--- config.mk ---
export PLATFORM = sky130hd
export DESIGN_NAME = tar_ctrl
export DESIGN_NICKNAME = d
export VERILOG_FILES = /design/src/tar_pkg.sv /design/src/tar_ctrl.sv
export SDC_FILE = /design/constraint.sdc
export NUM_CORES = 1
export LEC_CHECK = 0
export BUFFER_PORTS_ARGS = -buffer_cell sky130_fd_sc_hd__buf_2
export CORE_UTILIZATION = 52
export DETAILED_ROUTE_END_ITERATION = 10
export PLACE_DENSITY = 0.74
export SETUP_SLACK_MARGIN = 0.02
export SYNTH_ARGS = -nofsm -noshare
export SYNTH_HDL_FRONTEND = slang
export SYNTH_SLANG_ARGS = --single-unit
export TNS_END_PERCENT = 100
--- constraint.sdc ---
create_clock -name aclk -period 5.2 [get_ports aclk]
set_clock_uncertainty 0.15 [all_clocks]
set_input_delay 0.78 -clock aclk [delete_from_list [all_inputs] [get_ports aclk]]
set_output_delay 0.78 -clock aclk [all_outputs]
set_load 0.01 [all_outputs]
--- src/tar_pkg.sv ---
// Package for the tensor axis reduction block: mode codes, states, command structs.
// Used by tar_ctrl, tar_dp and tensor_axis_reduction.
`timescale 1ns / 1ps
package tar_pkg;
    localparam int MaxRowLength = 1024;
    localparam int PosW = $clog2(MaxRowLength);

    typedef enum logic [2:0] {
        MODE_MAX  = 3'd0,
        MODE_MIN  = 3'd1,
        MODE_SUM  = 3'd2,
        MODE_PROD = 3'd3,
        MODE_L2   = 3'd4,
        MODE_MEAN = 3'd5
    } mode_t;

    typedef enum logic [1:0] {
        REG_MODE   = 2'd0,
        REG_GROUPS = 2'd1,
        REG_ROWS   = 2'd2,
        REG_LENGTH = 2'd3
    } reg_idx_t;

    typedef enum logic [2:0] {
        ST_IDLE,
        ST_READ,
        ST_CALC,
        ST_ITER,
        ST_OUT
    } state_t;

    // controller to datapath
    typedef struct packed {
        logic             load;      // capture element and position
        logic             calc;      // combine and write back
        logic             first_row;
        logic             emit;
        logic             iter;      // one step of sqrt / divide
        logic [PosW-1:0]  idx;
    } dp_cmd_t;

    // datapath to controller
    typedef struct packed {
        logic need_iter;
        logic iter_done;
    } dp_stat_t;
endpackage

--- src/tar_ctrl.sv ---
// Controller: counters, handshake sequencing and result valid.
// Depends on tar_pkg.
`timescale 1ns / 1ps
module tar_ctrl import tar_pkg::*; (
    input  logic        aclk,
    input  logic        aresetn,
    input  logic [15:0] group_count,
    input  logic [15:0] row_count,
    input  logic [10:0] row_length,
    input  logic        s_valid,
    output logic        s_ready,
    output logic        m_valid,
    input  logic        m_ready,
    output logic        m_last,
    output dp_cmd_t     cmd,
    input  dp_stat_t    stat
);
    state_t state_reg, state_next;
    logic [10:0] pos_reg, pos_next;
    logic [15:0] row_reg, row_next;
    logic [15:0] grp_reg, grp_next;
    logic        mv_reg, mv_next;
    logic        last_reg, last_next;
    logic [10:0] len;
    logic [15:0] rc, gc;
    logic        emit, last_pos, last_grp;

    assign rc  = (row_count == 16'd0) ? 16'd1 : row_count;
    assign gc  = (group_count == 16'd0) ? 16'd1 : group_count;
    assign len = (row_length == 11'd0) ? 11'd1 :
                 (row_length > 11'(MaxRowLength)) ? 11'(MaxRowLength) : row_length;
    assign emit     = row_reg >= rc - 16'd1;
    assign last_pos = pos_reg >= len - 11'd1;
    assign last_grp = grp_reg >= gc - 16'd1;

    always_ff @(posedge aclk) begin
        if (!aresetn) begin
            state_reg <= ST_IDLE;
            pos_reg <= '0;
            row_reg <= '0;
            grp_reg <= '0;
            mv_reg <= 1'b0;
            last_reg <= 1'b0;
        end else begin
            state_reg <= state_next;
            pos_reg <= pos_next;
            row_reg <= row_next;
            grp_reg <= grp_next;
            mv_reg <= mv_next;
            last_reg <= last_next;
        end
    end

    always_comb begin
        state_next = state_reg;
        pos_next = pos_reg;
        row_next = row_reg;
        grp_next = grp_reg;
        mv_next = mv_reg && !m_ready;
        last_next = last_reg;
        s_ready = 1'b0;
        cmd = '0;
        cmd.idx = (pos_reg >= 11'(MaxRowLength)) ? PosW'(MaxRowLength - 1) : pos_reg[PosW-1:0];
        cmd.first_row = (row_reg == 16'd0);
        unique case (state_reg)
            ST_IDLE: begin
                s_ready = 1'b1;
                if (s_valid) begin
                    cmd.load = 1'b1;
                    state_next = ST_CALC;
                end
            end
            ST_CALC: begin
                cmd.calc = 1'b1;
                if (!emit) begin
                    state_next = ST_IDLE;
                end else begin
                    state_next = ST_READ;
                end
            end
            ST_READ: begin
                if (stat.need_iter) state_next = ST_ITER;
                else state_next = ST_OUT;
            end
            ST_ITER: begin
                cmd.iter = 1'b1;
                if (stat.iter_done) state_next = ST_OUT;
            end
            ST_OUT: begin
                // wait until the output register is free
                if (!mv_reg || m_ready) begin
                    cmd.emit = 1'b1;
                    mv_next = 1'b1;
                    last_next = last_pos && last_grp;
                    state_next = ST_IDLE;
                end
            end
            default: state_next = ST_IDLE;
        endcase
        // advance counters once the element is combined
        if ((state_reg == ST_CALC && !emit) || cmd.emit) begin
            if (last_pos) begin
                pos_next = '0;
                if (emit) begin
                    row_next = '0;
                    grp_next = last_grp ? 16'd0 : grp_reg + 16'd1;
                end else begin
                    row_next = row_reg + 16'd1;
                end
            end else begin
                pos_next = pos_reg + 11'd1;
            end
        end
    end

    assign m_valid = mv_reg;
    assign m_last  = last_reg;
endmodule

Word-level counts from Yosys, hierarchy flattened
Index checks and enable logic that the tools add are counted.
{"block": "totals", "reg_bits": 48, "mem_bits_rw": 0, "rom_bits": 0, "out_inout_bits": 18, "latch_bits": 0, "mem_count": 0}
{"block": "op_classes", "add_sub_neg": 6, "shifts": 0, "bitwise": 0, "div_mod_pow": 0, "multipliers": 0, "n_reduce_logical": 17, "n_eq_ne": 7, "n_lt_le_gt_ge": 5, "n_mux": 23}
{"operator": "$mux W16", "count": 4}
{"operator": "$logic_not A16 Y1", "count": 3}
{"operator": "$mux W11", "count": 3}
{"operator": "$add A16 B1 Y16 const B", "count": 2}
{"operator": "$ge A16 B16 Y1", "count": 2}
{"operator": "$sub A16 B1 Y16 const B", "count": 2}
{"operator": "$pmux W3 S5", "count": 1}
{"operator": "$mux W3", "count": 4}
{"operator": "$add A11 B1 Y11 const B", "count": 1}
{"operator": "$ge A11 B11 Y1", "count": 1}
{"operator": "$ge A11 B11 Y1 const B", "count": 1}
{"operator": "$gt A11 B11 Y1 const B", "count": 1}
{"operator": "$logic_not A11 Y1", "count": 1}
{"operator": "$sub A11 B1 Y11 const B", "count": 1}
{"operator": "$mux W1", "count": 10}
{"operator": "$mux W10", "count": 1}
{"operator": "$eq A3 B2 Y1 const B", "count": 2}
{"operator": "$ne A2 B2 Y1 const B", "count": 3}
{"operator": "$reduce_and A3 Y1", "count": 2}
{"operator": "$reduce_and A2 Y1", "count": 2}
{"operator": "$eq A3 B1 Y1 const B", "count": 1}
{"operator": "$eq A3 B3 Y1 const B", "count": 1}
{"operator": "$logic_and A1 B1 Y1", "count": 3}
{"operator": "$logic_not A1 Y1", "count": 3}
{"operator": "2 further kinds", "count": 3}

Logic depth before layout (Yosys ltp)
Gate-level depths: netlist (run 1).
{"block": "logic_depth", "word_depth": 8, "mapped_depth": 21, "mapped_depth_nobuf": 19}

Worst setup path before layout (run 1)
No wires, ideal clock.
{"block": "synth_timing", "path_kind": "in2reg", "startpoint": "input row_count[8]", "endpoint": "register grp_reg[15]", "path_buffers": 2, "cell_stages": 21, "setup_slack_ps": -148, "arrival_time_ps": 5083, "t_required_ps": 4935, "path_cell_list": "or4_1 > or4_1 > nor3_1 > nand2_1 > nor3_1 > nor2_1 > ha_1 > nand2b_1 > or3_1 > nor2_1 > xnor2_1 > ha_1 > nand4_1 > nor3_1 > or4b_4 > and3_1 > buf_6 > or2_4 > o21ai_4 > buf_6 > nor2_1"}
{"block": "synth_via", "elab_chain_len": 8}
{"element": "start, declared", "line_no": "tar_ctrl.sv:8", "rtl": "input logic [15:0] row_count,"}
{"element": "$logic_not A16 Y1", "line_no": "tar_ctrl.sv:28", "rtl": "assign rc = (row_count == 16'd0) ? 16'd1 : row_count;"}
{"element": "$mux W16 (*)", "line_no": "tar_ctrl.sv:28"}
{"element": "$sub A16 B1 Y16 (*)", "line_no": "tar_ctrl.sv:32", "rtl": "assign emit = row_reg >= rc - 16'd1;"}
{"element": "$ge A16 B16 Y1 (*)", "line_no": "tar_ctrl.sv:32"}
{"element": "$logic_not A1 Y1", "line_no": "tar_ctrl.sv:101", "rtl": "if ((state_reg == ST_CALC && !emit) || cmd.emit) begin"}
{"element": "$logic_and A1 B1 Y1", "line_no": "tar_ctrl.sv:101"}
{"element": "$logic_or A1 B1 Y1", "line_no": "tar_ctrl.sv:101"}
{"element": "$reduce_and A3 Y1 (no source line) (*)"}
{"element": "end signal, assigned", "line_no": "tar_ctrl.sv:48", "rtl": "grp_reg <= grp_next;"}
{"element": "end, declared", "line_no": "tar_ctrl.sv:21", "rtl": "logic [15:0] grp_reg, grp_next;"}
Every way passes the cells marked *; elsewhere a longest branch is shown, timed or not.
A chain may end at the register's enable or synchronous reset.

Final worst setup path (run 1)
{"block": "layout_timing", "startpoint": "input row_count[8]", "endpoint": "register row_reg[5]"}
{"block": "layout_via", "elab_chain_len": 8, "word_cells_on_any_way": 9}
{"element": "$logic_not A16 Y1", "line_no": "tar_ctrl.sv:28"}
{"element": "$mux W16 (*)", "line_no": "tar_ctrl.sv:28"}
{"element": "$sub A16 B1 Y16 (*)", "line_no": "tar_ctrl.sv:32"}
{"element": "$ge A16 B16 Y1 (*)", "line_no": "tar_ctrl.sv:32"}
{"element": "$logic_not A1 Y1", "line_no": "tar_ctrl.sv:101"}
{"element": "$logic_and A1 B1 Y1", "line_no": "tar_ctrl.sv:101"}
{"element": "$logic_or A1 B1 Y1", "line_no": "tar_ctrl.sv:101"}
{"element": "$reduce_and A2 Y1 (no source line)"}
{"element": "end signal, assigned", "line_no": "tar_ctrl.sv:47", "rtl": "row_reg <= row_next;"}
{"element": "end, declared", "line_no": "tar_ctrl.sv:20", "rtl": "logic [15:0] row_reg, row_next;"}
Marks and branches as above.

==> flow_metrics.tcl, run 1 <==
set metrics [dict create \
    criticalPathCategory "in2reg" \
    route.met3.wl_um 388 \
    route.top_layer_used "met4" \
    path_cells "buf_2 -> or4_4 -> or4_4 -> nor3_4 -> nand2_2 -> nor3_4 -> nor2_2 -> ha_2 -> nand2b_4 -> or3_4 -> nor2_1 -> xnor2_1 -> ha_1 -> nand4_1 -> nor3_2 -> or4b_4 -> buf_4 -> a31o_4 -> a21boi_4 -> clkbuf_16 -> o21ai_0 -> o41ai_1" \
    clock.fmax_mhz 199 \
    final_wtd_congestion 0.976 \
    synth_ff_type "sky130_fd_sc_hd__dfxtp_1" \
    crit_slowest_cell "sky130_fd_sc_hd__or4_4" \
    synth.yosys.seq_area_share_pct 23.0 \
    hold_path.class "reg2reg" \
    number_of_global_route_vias_before_repair 3957 \
    vdd_drop_max_v 0.000122 \
    combPwrFrac_pct 21.7 \
    route.antenna.remaining_nets 0 \
    tritoncts_clock_tree "built" \
    floorplan.die.height_um 91.5 \
    post_drt_wl_per_cell_um 13.7 \
    worst_pin_slew_ns 0.485 \
    clockPowerShare_pct 33.2 \
    nets 731 \
    dieArea_um2 8380 \
    reg_clk_slew_reported_paths_ns 0.10 \
    cellPowerDensity_nw_per_um2 165 \
    netlist_instances 539 \
    hpwl_reported_at_the_end_of_detailed_placement_mm 7.85 \
    drt_iter0_drc 227 \
    mostFrequentLayoutCells "66 x sky130_fd_sc_hd__nor2_1, 66 x sky130_fd_sc_hd__buf_2, 49 x sky130_fd_sc_hd__nand2_1, 49 x sky130_fd_sc_hd__ha_1, 48 x sky130_fd_sc_hd__dfxtp_1" \
    synth-edff-count 0 \
    fill_cells 663 \
    critical_path_buf_inv_count 3 \
    power.switching_uw 239 \
    htreeDepth 2 \
    synth-seq-cells 48 \
    num_vias 4205 \
    reg2reg_to "pos_reg[3]$_SDFFE_PN0P_" \
    synth_nets 638 \
    hold_buffer_count_at_cts 0 \
    grt_usage_pct 24.5 \
    holdWs_ns 0.358 \
    post_route_cells_drive_above_1_share_pct 22.7 \
    core.rowCount 32 \
    clock_latency_ns 0.31 \
    crit-reg2reg-launch "row_reg[0]$_SDFFE_PN0P_" \
    worstSetupStartpointType "primary input" \
    timing.critical_path.fanout_max 7 \
    postSynth.asyncResetShare_pct 0 \
    final_period_util_pct 96.9 \
    fin_crit_ns 5.04 \
    crit_required_ns 5.26 \
    route.layer.met1.wl_mm 4.76 \
    ys_types 58 \
    design.core.area_um2 7730 \
    power.leakage_uw 0.00212 \
    antenna-diode-count 0 \
    floorplan.initialDensity_pct 54.0 \
    slew_viol_final 0 \
    finalHoldViolations 0 \
    timing.critical_path.arrival_ns 5.10 \
    syn_area_um2 4170 \
    rr_worst_depth 12 \
    areaGrowthSynthToFinish_pct 22.1 \
    max-slew-margin-rel_pct 67.4 \
    worstSetupEndpointType "register" \
    worst_hold_path.endpoint "row_reg[15]$_SDFFE_PN0P_" \
    hold_path.startpoint "row_reg[15]$_SDFFE_PN0P_" \
    first_pass_iters 4 \
    worst_path_largest_cell_delay_ns 0.53 \
    crit_path_leading_delay_family "simple AND/OR/NAND/NOR gates" \
    post-synth-top-area-fraction_pct 23.0 \
    largest_net_degree_at_the_start_of_global_routing 18 \
    worst_hold_path_cell_count 1 \
    finished_layout_cells 735 \
    p_seq_share_pct 45.1 \
    ctsRootBufferMaster "sky130_fd_sc_hd__clkbuf_8" \
    total_detailed_routing_wirelength_mm 10.1 \
    dieWidth_um 91.5 \
    status "completed" \
    power_report.internal_total_uw 603 \
    max-cap-violations 0 \
    post_synth.cell_area_avg_um2 7.73 \
    met2_wirelength_mm 4.84 \
    netlist_top_cells_area "sky130_fd_sc_hd__dfxtp_1 23%, sky130_fd_sc_hd__ha_1 15%, sky130_fd_sc_hd__xnor2_1 7.4%, sky130_fd_sc_hd__nor2_1 6.0%, sky130_fd_sc_hd__nand2_1 4.5%" \
    tritoncts_buffers 5 \
    yosysWarningCount 0 \
    cell_type_with_the_highest_aggregate_area_in_the_netlist "sky130_fd_sc_hd__dfxtp_1" \
    tritoncts_num_sinks 48 \
    number_of_antenna_violations_at_the_first_check_in_global_routing 0 \
    io_pins 67 \
    placed_cells 724 \
    grt_pass1_wl_mm 17.3 \
    buffer_ports.inserted 66 \
    cts_max_path_buffers 2 \
    drc 0 \
    netSwitchingFraction_pct 28.4 \
    report.final.setup_viol 0 \
    ff2ff_setup_slack_ns 2.17 \
    post-layout-total-power_uw 842 \
    route.detailed.vias_per_inst 5.72 \
    grt.overflow.total 0 \
]
-- logic make-up after synthesis --
| logic type | Yosys count | share of synthesized area, % |
|---|---|---|
| mux | 2 | 0.480 |
| simple gates | 265 | 32.6 |
| buf+inv | 24 | 2.64 |
| xor+xnor | 48 | 10.1 |
| fa+ha+maj | 50 | 15.0 |
| flops | 48 | 23.0 |
| compound gates | 102 | 16.1 |
-- metal layers --
layer	global-route usage, %	up-vias
met5	0	-
met1	32.1	1954
met3	3.27	10
li1	-	2148
met2	42.6	93
met4	4.63	0
-- synthesized netlist by cell type (5+ instances only) --
cell / count
sky130_fd_sc_hd__a21boi_0: 5
sky130_fd_sc_hd__a21oi_1: 21
sky130_fd_sc_hd__and2_1: 5
sky130_fd_sc_hd__and3_1: 11
sky130_fd_sc_hd__dfxtp_1: 48
sky130_fd_sc_hd__ha_1: 50
sky130_fd_sc_hd__inv_1: 13
sky130_fd_sc_hd__nand2_1: 50
sky130_fd_sc_hd__nand2b_1: 12
sky130_fd_sc_hd__nand3_1: 17
sky130_fd_sc_hd__nand4_1: 11
sky130_fd_sc_hd__nor2_1: 67
sky130_fd_sc_hd__nor2b_1: 8
sky130_fd_sc_hd__nor3_1: 34
sky130_fd_sc_hd__nor4_1: 12
sky130_fd_sc_hd__o21a_1: 6
sky130_fd_sc_hd__o21ai_0: 32
sky130_fd_sc_hd__or2_2: 11
sky130_fd_sc_hd__or4_1: 7
sky130_fd_sc_hd__xnor2_1: 35
sky130_fd_sc_hd__xor2_1: 13
-- power groups by stage --
stage	logic [uW]	registers [uW]	clock network [uW]
5_1_grt	203	381	303
2_1_floorplan	103	386	0
3_5_place_dp	173	389	0
4_1_cts	174	380	284
6_report	183	380	279
3_3_place_gp	166	388	0
-- worst max-delay path by stage --
| stage | from | to | slack, ns | depth (start not counted) |
|---|---|---|---|---|
| 3_5_place_dp | row_count[8] | grp_reg[14]$_SDFFE_PN0P_ | -0.29 | 20 |
| 6_report | row_count[8] | row_reg[5]$_SDFFE_PN0P_ | 0.16 | 22 |
| 5_1_grt | row_count[8] | row_reg[5]$_SDFFE_PN0P_ | -0.07 | 22 |
| 4_1_cts | row_count[8] | grp_reg[3]$_SDFFE_PN0P_ | 0.04 | 21 |
| 2_1_floorplan | row_count[8] | grp_reg[15]$_SDFFE_PN0P_ | 0.03 | 21 |
| 3_3_place_gp | row_count[8] | grp_reg[14]$_SDFFE_PN0P_ | -0.1 | 20 |
-- what timing repair did --
action | CTS | global route
endpoints found under the setup margin | 1 | 44
setup buffers | 0 | 2
resized for setup | 1 | 18
pin swaps | 0 | 5
gates cloned | 0 | 1
-- through the flow --
step	instance area [um^2]	TNS [ns]	util (%)	setup WS [ns]
after floorplan	4180	0	-	0.0275
after global placement	4840	-1.64	62.6	-0.0954
after detailed placement	4840	-7.63	62.6	-0.295
after CTS	4960	0	64.2	0.0400
after global routing	5090	-0.177	65.9	-0.0709
final	5090	0	65.9	0.163
-- area by class of cell --
cell class,instances,area (um^2),share of cell area [%]
multi-input cells,467,3210,63.0
flip-flops and latches,48,961,18.9
repair buffers,97,631,12.4
well taps,102,128,2.51
clock buffers,5,68.8,1.35
inverters,13,48.8,0.958
clock inverters,3,47.5,0.934
No activity file was read; power rests on OpenSTA's default activity.
==> run 2: changes to the inputs <==
- CORE_UTILIZATION: 52 -> 54
- CTS_BUF_LIST: not set -> sky130_fd_sc_hd__clkbuf_4
- PLACE_DENSITY: 0.74 -> 0.77
==> run 2 against run 1 <==
Against the previous run: wire length decreased by 1.5%; via count decreased by 0.74%; sequential share of layout area increased by 0.20 points; critical path depth unchanged; critical path type unchanged; worst hold slack improved by 0.038 ns; core utilization increased by 2.5 points; die area decreased by 3.6%; highest routed layer unchanged.
==> flow_metrics.tcl, run 2 (synthesis results as in run 1) <==
set metrics [dict create \
    worstSetupEndpointType "register" \
    report.final.setup_viol 0 \
    hpwl_reported_at_the_end_of_detailed_placement_mm 7.98 \
    worstSetupStartpointType "primary input" \
    route.detailed.vias_per_inst 5.72 \
    slew_viol_final 0 \
    number_of_global_route_vias_before_repair 3853 \
    mostFrequentLayoutCells "67 x sky130_fd_sc_hd__nor2_1, 66 x sky130_fd_sc_hd__buf_2, 49 x sky130_fd_sc_hd__nand2_1, 49 x sky130_fd_sc_hd__ha_1, 48 x sky130_fd_sc_hd__dfxtp_1" \
    buffer_ports.inserted 66 \
    met2_usage_pct 43.5 \
    drc 0 \
    grt_pass1_wl_mm 17.2 \
    design.core.area_um2 7370 \
    tritoncts_clock_tree "built" \
    dp_worst_setup_slack_ns -0.289 \
    areaGrowthSynthToFinish_pct 20.9 \
    number_of_antenna_violations_at_the_first_check_in_global_routing 0 \
    crit-reg2reg-launch "row_reg[0]$_SDFFE_PN0P_" \
    grt.met3_usage_pct 3.55 \
    mostFrequentLayoutCell "sky130_fd_sc_hd__nor2_1" \
    dieWidth_um 89.9 \
    floorplan.die.height_um 89.9 \
    cp-startpoint "row_count[8]" \
    post_drt_wl_per_cell_um 13.6 \
    ctsRootBufferMaster "sky130_fd_sc_hd__clkbuf_4" \
    crit_path_leading_delay_family "simple AND/OR/NAND/NOR gates" \
    timing.critical_path.fanout_max 7 \
    timing.critical_path.arrival_ns 5.15 \
    post_route_cells_drive_above_1_share_pct 22.8 \
    final_wtd_congestion 0.915 \
    total_detailed_routing_wirelength_mm 9.94 \
    multiInputGateArea_um2 3210 \
    ff2ff_setup_slack_ns 2.11 \
    timing.final.ws_setup_ns 0.187 \
    path_cells "buf_2 -> or4_4 -> or4_4 -> nor3_4 -> nand2_2 -> nor3_4 -> nor2_1 -> ha_2 -> nand2b_1 -> or3_4 -> nor2_1 -> xnor2_1 -> ha_1 -> nand4_1 -> nor3_2 -> or4b_4 -> buf_4 -> a31o_2 -> a21boi_4 -> clkbuf_16 -> o21ai_0 -> o41ai_1" \
    first_pass_iters 4 \
    nets 729 \
    critical_path_buf_inv_count 3 \
    fin_crit_ns 5.01 \
    rr_worst_depth 12 \
    cts_max_path_buffers 2 \
    antenna-diode-count 0 \
    worst_path_largest_cell_delay_ns 0.53 \
    hold_path.class "reg2reg" \
    dieArea_um2 8080 \
    dpl-instance-area_um2 4830 \
    crit_required_ns 5.33 \
    hold_buffer_count_at_cts 0 \
    core.rowCount 31 \
    route.antenna.remaining_nets 0 \
    io_pins 67 \
    reg_clk_slew_reported_paths_ns 0.15 \
    hold_path.startpoint "row_reg[0]$_SDFFE_PN0P_" \
    htreeDepth 2 \
    totalNegativeSetupSlack_ns 0 \
    num_vias 4174 \
    largest_net_degree_at_the_start_of_global_routing 18 \
    floorplan.initialDensity_pct 56.6 \
    layout.area.seq_um2 961 \
    worst-path-stages 22 \
    grtUsageMet1_pct 32.7 \
    final_period_util_pct 96.4 \
    final_area_um2 5040 \
    status "completed" \
    clock.fmax_mhz 199 \
    grt_usage_pct 24.9 \
    grt.overflow.total 0 \
    fill_cells 632 \
    crit_slowest_cell "sky130_fd_sc_hd__or4_4" \
    worst_pin_slew_ns 0.515 \
    worst_hold_path_cell_count 2 \
    vdd_drop_max_v 0.0000929 \
    clock_latency_ns 0.36 \
    power.leakage_uw 0.00208 \
    finalHoldViolations 0 \
    criticalPathCategory "in2reg" \
    max-cap-violations 0 \
    cellPowerDensity_nw_per_um2 157 \
    max-slew-margin-rel_pct 65.4 \
    tritoncts_buffers 5 \
    drt_iter0_drc 233 \
    tritoncts_num_sinks 48 \
    globalRoute.busiestLayer "met2" \
]
## run 2: metrics by stage
step	hold WS [ns]	utilization [%]	total power, uW	cells
global placement	0.356	65.5	554	720
detailed placement	0.380	65.5	561	720
CTS	0.398	66.7	790	728
global route	0.418	68.4	832	730
finish	0.395	68.4	790	730
floorplan	0.315	-	489	539
## run 2: where the power goes
group          internal, uW  total [uW]  switching [uW]
registers               373         381            7.79
clock network           103         231             128
logic                  83.5         178            94.7
total                   560         790             230
## run 2: path summary, 6_finish.rpt
check                                  to
hold / removal    row_reg[0]$_SDFFE_PN0P_
setup / recovery  row_reg[5]$_SDFFE_PN0P_
setup reg to reg  pos_reg[3]$_SDFFE_PN0P_
hold reg to reg   row_reg[0]$_SDFFE_PN0P_
## run 2: worst reg2reg max path: cells and delay by family (launching register included)
family / cells / cell delay, ns
DFF: 1 / 0.45
AOI/OAI and AO/OA: 3 / 0.78
adders and majority gates: 1 / 0.28
and+or+nand+nor: 4 / 0.81
buffers and inverters: 4 / 0.55
## run 2: layer usage
layer  share of wire (%)  up-vias
met4                0.82        0
li1                    -     2141
met5                   0        -
met3                 4.2        6
met2                  48      117
met1                  47     1910
## run 2: cell type report
type                       instances  share of cell area, %
clock buffer                       5                  0.745
clock inverter                     3                  0.919
tap                               99                   2.46
inverter                          13                  0.968
sequential                        48                   19.1
timing repair buffer              95                   12.2
multi-input combinational        467                   63.6
## run 2: repair_timing
| item | CTS | global route |
|---|---|---|
| gates resized for setup | 0 | 20 |
| setup buffers | 0 | 1 |
| hold endpoints to repair | 0 | 0 |
| endpoints found under the setup margin | 0 | 44 |
